File: config.mk
export PLATFORM = sky130hd
export DESIGN_NAME = nst_ram
export DESIGN_NICKNAME = d
export VERILOG_FILES = /design/src/sv/nst_ram.sv
export SDC_FILE = /design/constraint.sdc
export NUM_CORES = 1
export LEC_CHECK = 0
export BUFFER_PORTS_ARGS = -buffer_cell sky130_fd_sc_hd__buf_2
export CORE_AREA = 3 3 178 266
export DETAILED_ROUTE_END_ITERATION = 7
export DIE_AREA = 0 0 181 269
export PLACE_DENSITY = 0.63
export SETUP_SLACK_MARGIN = 0.15
export SYNTH_ARGS = -nofsm -noshare
export SYNTH_HDL_FRONTEND = slang
export SYNTH_SLANG_ARGS = --single-unit
File: constraint.sdc
create_clock -name clk -period 2.4 [get_ports clk]
set_input_delay 0.24 -clock clk [delete_from_list [all_inputs] [get_ports clk]]
set_output_delay 0.24 -clock clk [all_outputs]
set_load 0.02 [all_outputs]
File: src/sv/nst_ram.sv
// ----------------------------------------------------------------------------
// nst_ram: generic single-write, single-read RAM
// One write port and one read port; read data is registered and holds
// while no read is issued.
// ----------------------------------------------------------------------------
`default_nettype none

module nst_ram #(
  parameter int WIDTH = 8,
  parameter int DEPTH = 64
) (
  input  wire logic                     clk,
  input  wire logic                     wr_en,
  input  wire logic [$clog2(DEPTH)-1:0] wr_addr,
  input  wire logic [WIDTH-1:0]         wr_data,
  input  wire logic                     rd_en,
  input  wire logic [$clog2(DEPTH)-1:0] rd_addr,
  output logic      [WIDTH-1:0]         rd_data
);

  logic [WIDTH-1:0] mem [DEPTH];

  // write port
  always_ff @(posedge clk) begin
    if (wr_en) begin
      mem[wr_addr] <= wr_data;
    end
  end

  // registered read port
  always_ff @(posedge clk) begin
    if (rd_en) begin
      rd_data <= mem[rd_addr];
    end
  end

endmodule

`default_nettype wire

**Word level (Yosys, flattened, before mapping)**

Memory sizes are Yosys's and may differ from the RTL's. A register that Yosys moved wholly into a read port is not among the register bits.
Index checks and enable logic that the tools add are counted.

- Register bits: 0
- Memory bits (writable): 512
- Bits of input ports: 23
- Output and inout bits: 8
- Memories: 1

Memory list:

| name | words | bits a word | read ports | clocked after memory_dff | write ports | line | source |
|---|---|---|---|---|---|---|---|
| mem | 64 | 8 | 1 | 1 | 1 | 21 | `logic [WIDTH-1:0] mem [DEPTH];` |

- Mux-type cells: 2

Operators by type and width:

| operator | count |
|---|---|
| $mux 1 | 2 |

**Depth between registers and ports, before layout**

- Word-level depth: 2
- Mapped depth: 9
- Mapped depth without buffers: 5

**Least setup slack after synthesis**

No wires, ideal clock.

- Kind: input to register
- Start: input port rd_addr[1]
- End: register rd_data[3] (read register of mem) (data pin)
- Library setup time: 0.266 ns
- Data arrival time: 1.780 ns
- Data required time: 2.134 ns
- Setup slack: 0.354 ns
- Stages: 7
- Buffers on the path: 3
- Cell sequence: buf_4 > buf_2 > buf_2 > mux4_2 > mux4_2 > o21ai_1 > o41ai_1

RTL lines:

| item | line | source |
|---|---|---|
| start: declaration | 17 | `input wire logic [$clog2(DEPTH)-1:0] rd_addr,` |
| end: declaration | 18 | `output logic [WIDTH-1:0] rd_data` |

==> metrics.yaml <==
synth-edff-count: 520
min_period_ns: 2.18
hold_viol: 0
htreeDepth: 2
layout-drive-gt1-share: 0.330
setup.worst_path.end_class: "flop"
clk_pin_slew_ns: 0.06
die_h_um: 269
ant_nets: 0
leakage_nw: 7.54
clkSinkCount: 520
grt_pass1_wl_um: 69200
worst_setup_path_start_kind: "flop"
met2_length_um: 24800
yosysSeqAreaShare: 0.771
grtUsageTotal: 0.194
post-route-period-util: 0.908
first_pass_iters: 5
worst_pin_slew_ns: 0.737
cts-root-buf: "clkbuf_16"
avgSynthCellArea_um2: 21.5
r2r_end: "rd_data[4]"
synth.net_count: 963
overflow: 0
slew_headroom: 0.509
postSynthCellCount: 940
start_util: 0.449
wl_per_cell_um: 26.9
critPathKind: "reg2reg"
drtIter0Drc: 936
vias: 9857
cp_max_fo: 1
ys.flop_type: "edfxtp_1"
wl_um: 46200
clkLatencyLatePin_ns: 0.55
hold_start: "rd_en"
pin_count: 31
drc: 0
yosysTopAreaCellShare: 0.771
place.gp.congestion: 0.846
area_delta_synth_final_pct: 15.8
hpwl_um: 30900
cts_setup_buffers: 0
status: "completed"
port-buffer-count: 30
reg2regPathDepth: 5
grt_pass1_vias: 10300
skew_ns: 0.0149
synth_area_leaders: "edfxtp_1, mux4_2, nor2_1"
layout_common_cells: "edfxtp_1, mux4_2, buf_4, nor2_1, clkbuf_16"
antenna_found_initial: 1
nets: 1127
maxCapViolations: 0
setup_viol: 0
die_area_mm2: 0.0487
power_density_mw_per_mm2: 770
wl_met1_um: 17600
synth_area_leader_cell: "edfxtp_1"
synth-async-reset-ratio: 0
r2r_setup_slack_ns: 0.22
fp.dieW_um: 181
fmax_mhz: 459
stdcell_area_mm2: 0.0235
setup-tns-final_ns: 0
core_area_mm2: 0.0450
clk_path_buf_depth: 3
startpoint: "mem[29][4]"
vias_per_cell: 5.74
num_antenna_cells: 0
peakVddDrop_mv: 0.499
cts-buffers-inserted: 45
min_to: "rd_data[2]"
final_common_cell: "edfxtp_1"
syn_area_mm2: 0.0202
regToRegStartpoint: "mem[29][4]"
grt_max_degree: 65
cts_hold_buf: 0
hold_class: "in2reg"
required_ns: 2.68
rsz0062_at_grt: "false"
hold_depth: 1
highest_layer: "met4"
total_power_w: 0.0181
ys_warn_count: 0
arrival_ns: 2.46
placed_cell_area_mm2: 0.0220
rows: 95
finalMaxSlewViolations: 0
ys_seq_elements: 520
dr_wl_met3_um: 2180
cts_tree: "built"
synth_cell_types: 39
## through the flow
stage / utilization / hold WS (ns) / std cells / setup WS [ns]
2_1_floorplan: - / 0.339 / 940 / 0.354
3_3_place_gp: 0.489 / 0.616 / 1639 / -0.230
3_5_place_dp: 0.489 / 0.612 / 1639 / -0.292
4_1_cts: 0.520 / 0.0241 / 1717 / 0.127
5_1_grt: 0.521 / 0.0380 / 1717 / 0.185
6_report: 0.521 / 0.0572 / 1717 / 0.221
## synth_stat cells (2+ instances only)
cell type and count:
a22oi_1 3, clkbuf_1 17, a211oi_1 4, buf_1 4, mux4_2 126, o221a_2 2
mux2i_1 23, edfxtp_1 520, nand3_1 13, nand2_1 19, buf_6 4, mux2_2 13
nor4_1 2, buf_12 2, nor2_1 83, a2111oi_0 2, nand2b_1 7, o21ai_1 2
o2bb2ai_1 3, o32ai_1 2, nand3b_1 3, a221oi_1 6, nor2b_1 14, a21oi_1 3
nor3_1 7, buf_2 11, o221ai_1 8, o22ai_1 8, buf_4 13, o21ai_0 2
o21a_1 2, o41ai_1 2, o2111ai_1 3, nand4_1 2
## worst max-delay path: stages, from the launching register on
cell      delay (ns)
edfxtp_1        0.37
mux4_2          0.48
mux2_2          0.29
o221a_2         0.32
nor3_4          0.30
o32ai_1         0.14
## how the worst max path moves through the flow
| stage | to | depth (start not counted) |
|---|---|---|
| global route | rd_data[4] | 5 |
| floorplan | rd_data[3] | 7 |
| CTS | rd_data[4] | 5 |
| detailed placement | rd_data[4] | 7 |
| finish | rd_data[4] | 5 |
| global placement | rd_data[6] | 7 |
## area by class of cell
cell class | count | area, um^2
fillers | 3513 | 21600
well taps | 582 | 728
clock inverters | 22 | 209
multi-input cells | 369 | 4340
flip-flops and latches | 520 | 15600
repair buffers | 168 | 1390
clock buffers | 56 | 1170
## cell families after synthesis
group	share of synthesized area
muxes	0.159
buffers and inverters	0.0156
AOI/OAI and AO/OA	0.0206
DFF	0.771
and+or+nand+nor	0.0337
## registers in the layout (all words and copies together), names as in the netlist
signal / count
rd_data: 8
mem: 512
## report_power, final
group	total (W)	switching [W]	internal (W)
clock	0.00692	0.00304	0.00388
combinational	0.00105	0.000614	0.000435
sequential	0.0101	0.0000217	0.0101
## per-layer routing
layer  up-vias  GRT usage
li1       4241          -
met2       307      0.349
met4         0     0.0696
met1      5227      0.240
met5         -          0
met3        82     0.0275
## timing repair
action                     in CTS  in global routing
hold endpoints to repair        0                  0
setup endpoints to repair       2                  3
gates resized for setup         2                  3
No activity file was read; power rests on OpenSTA's default activity.
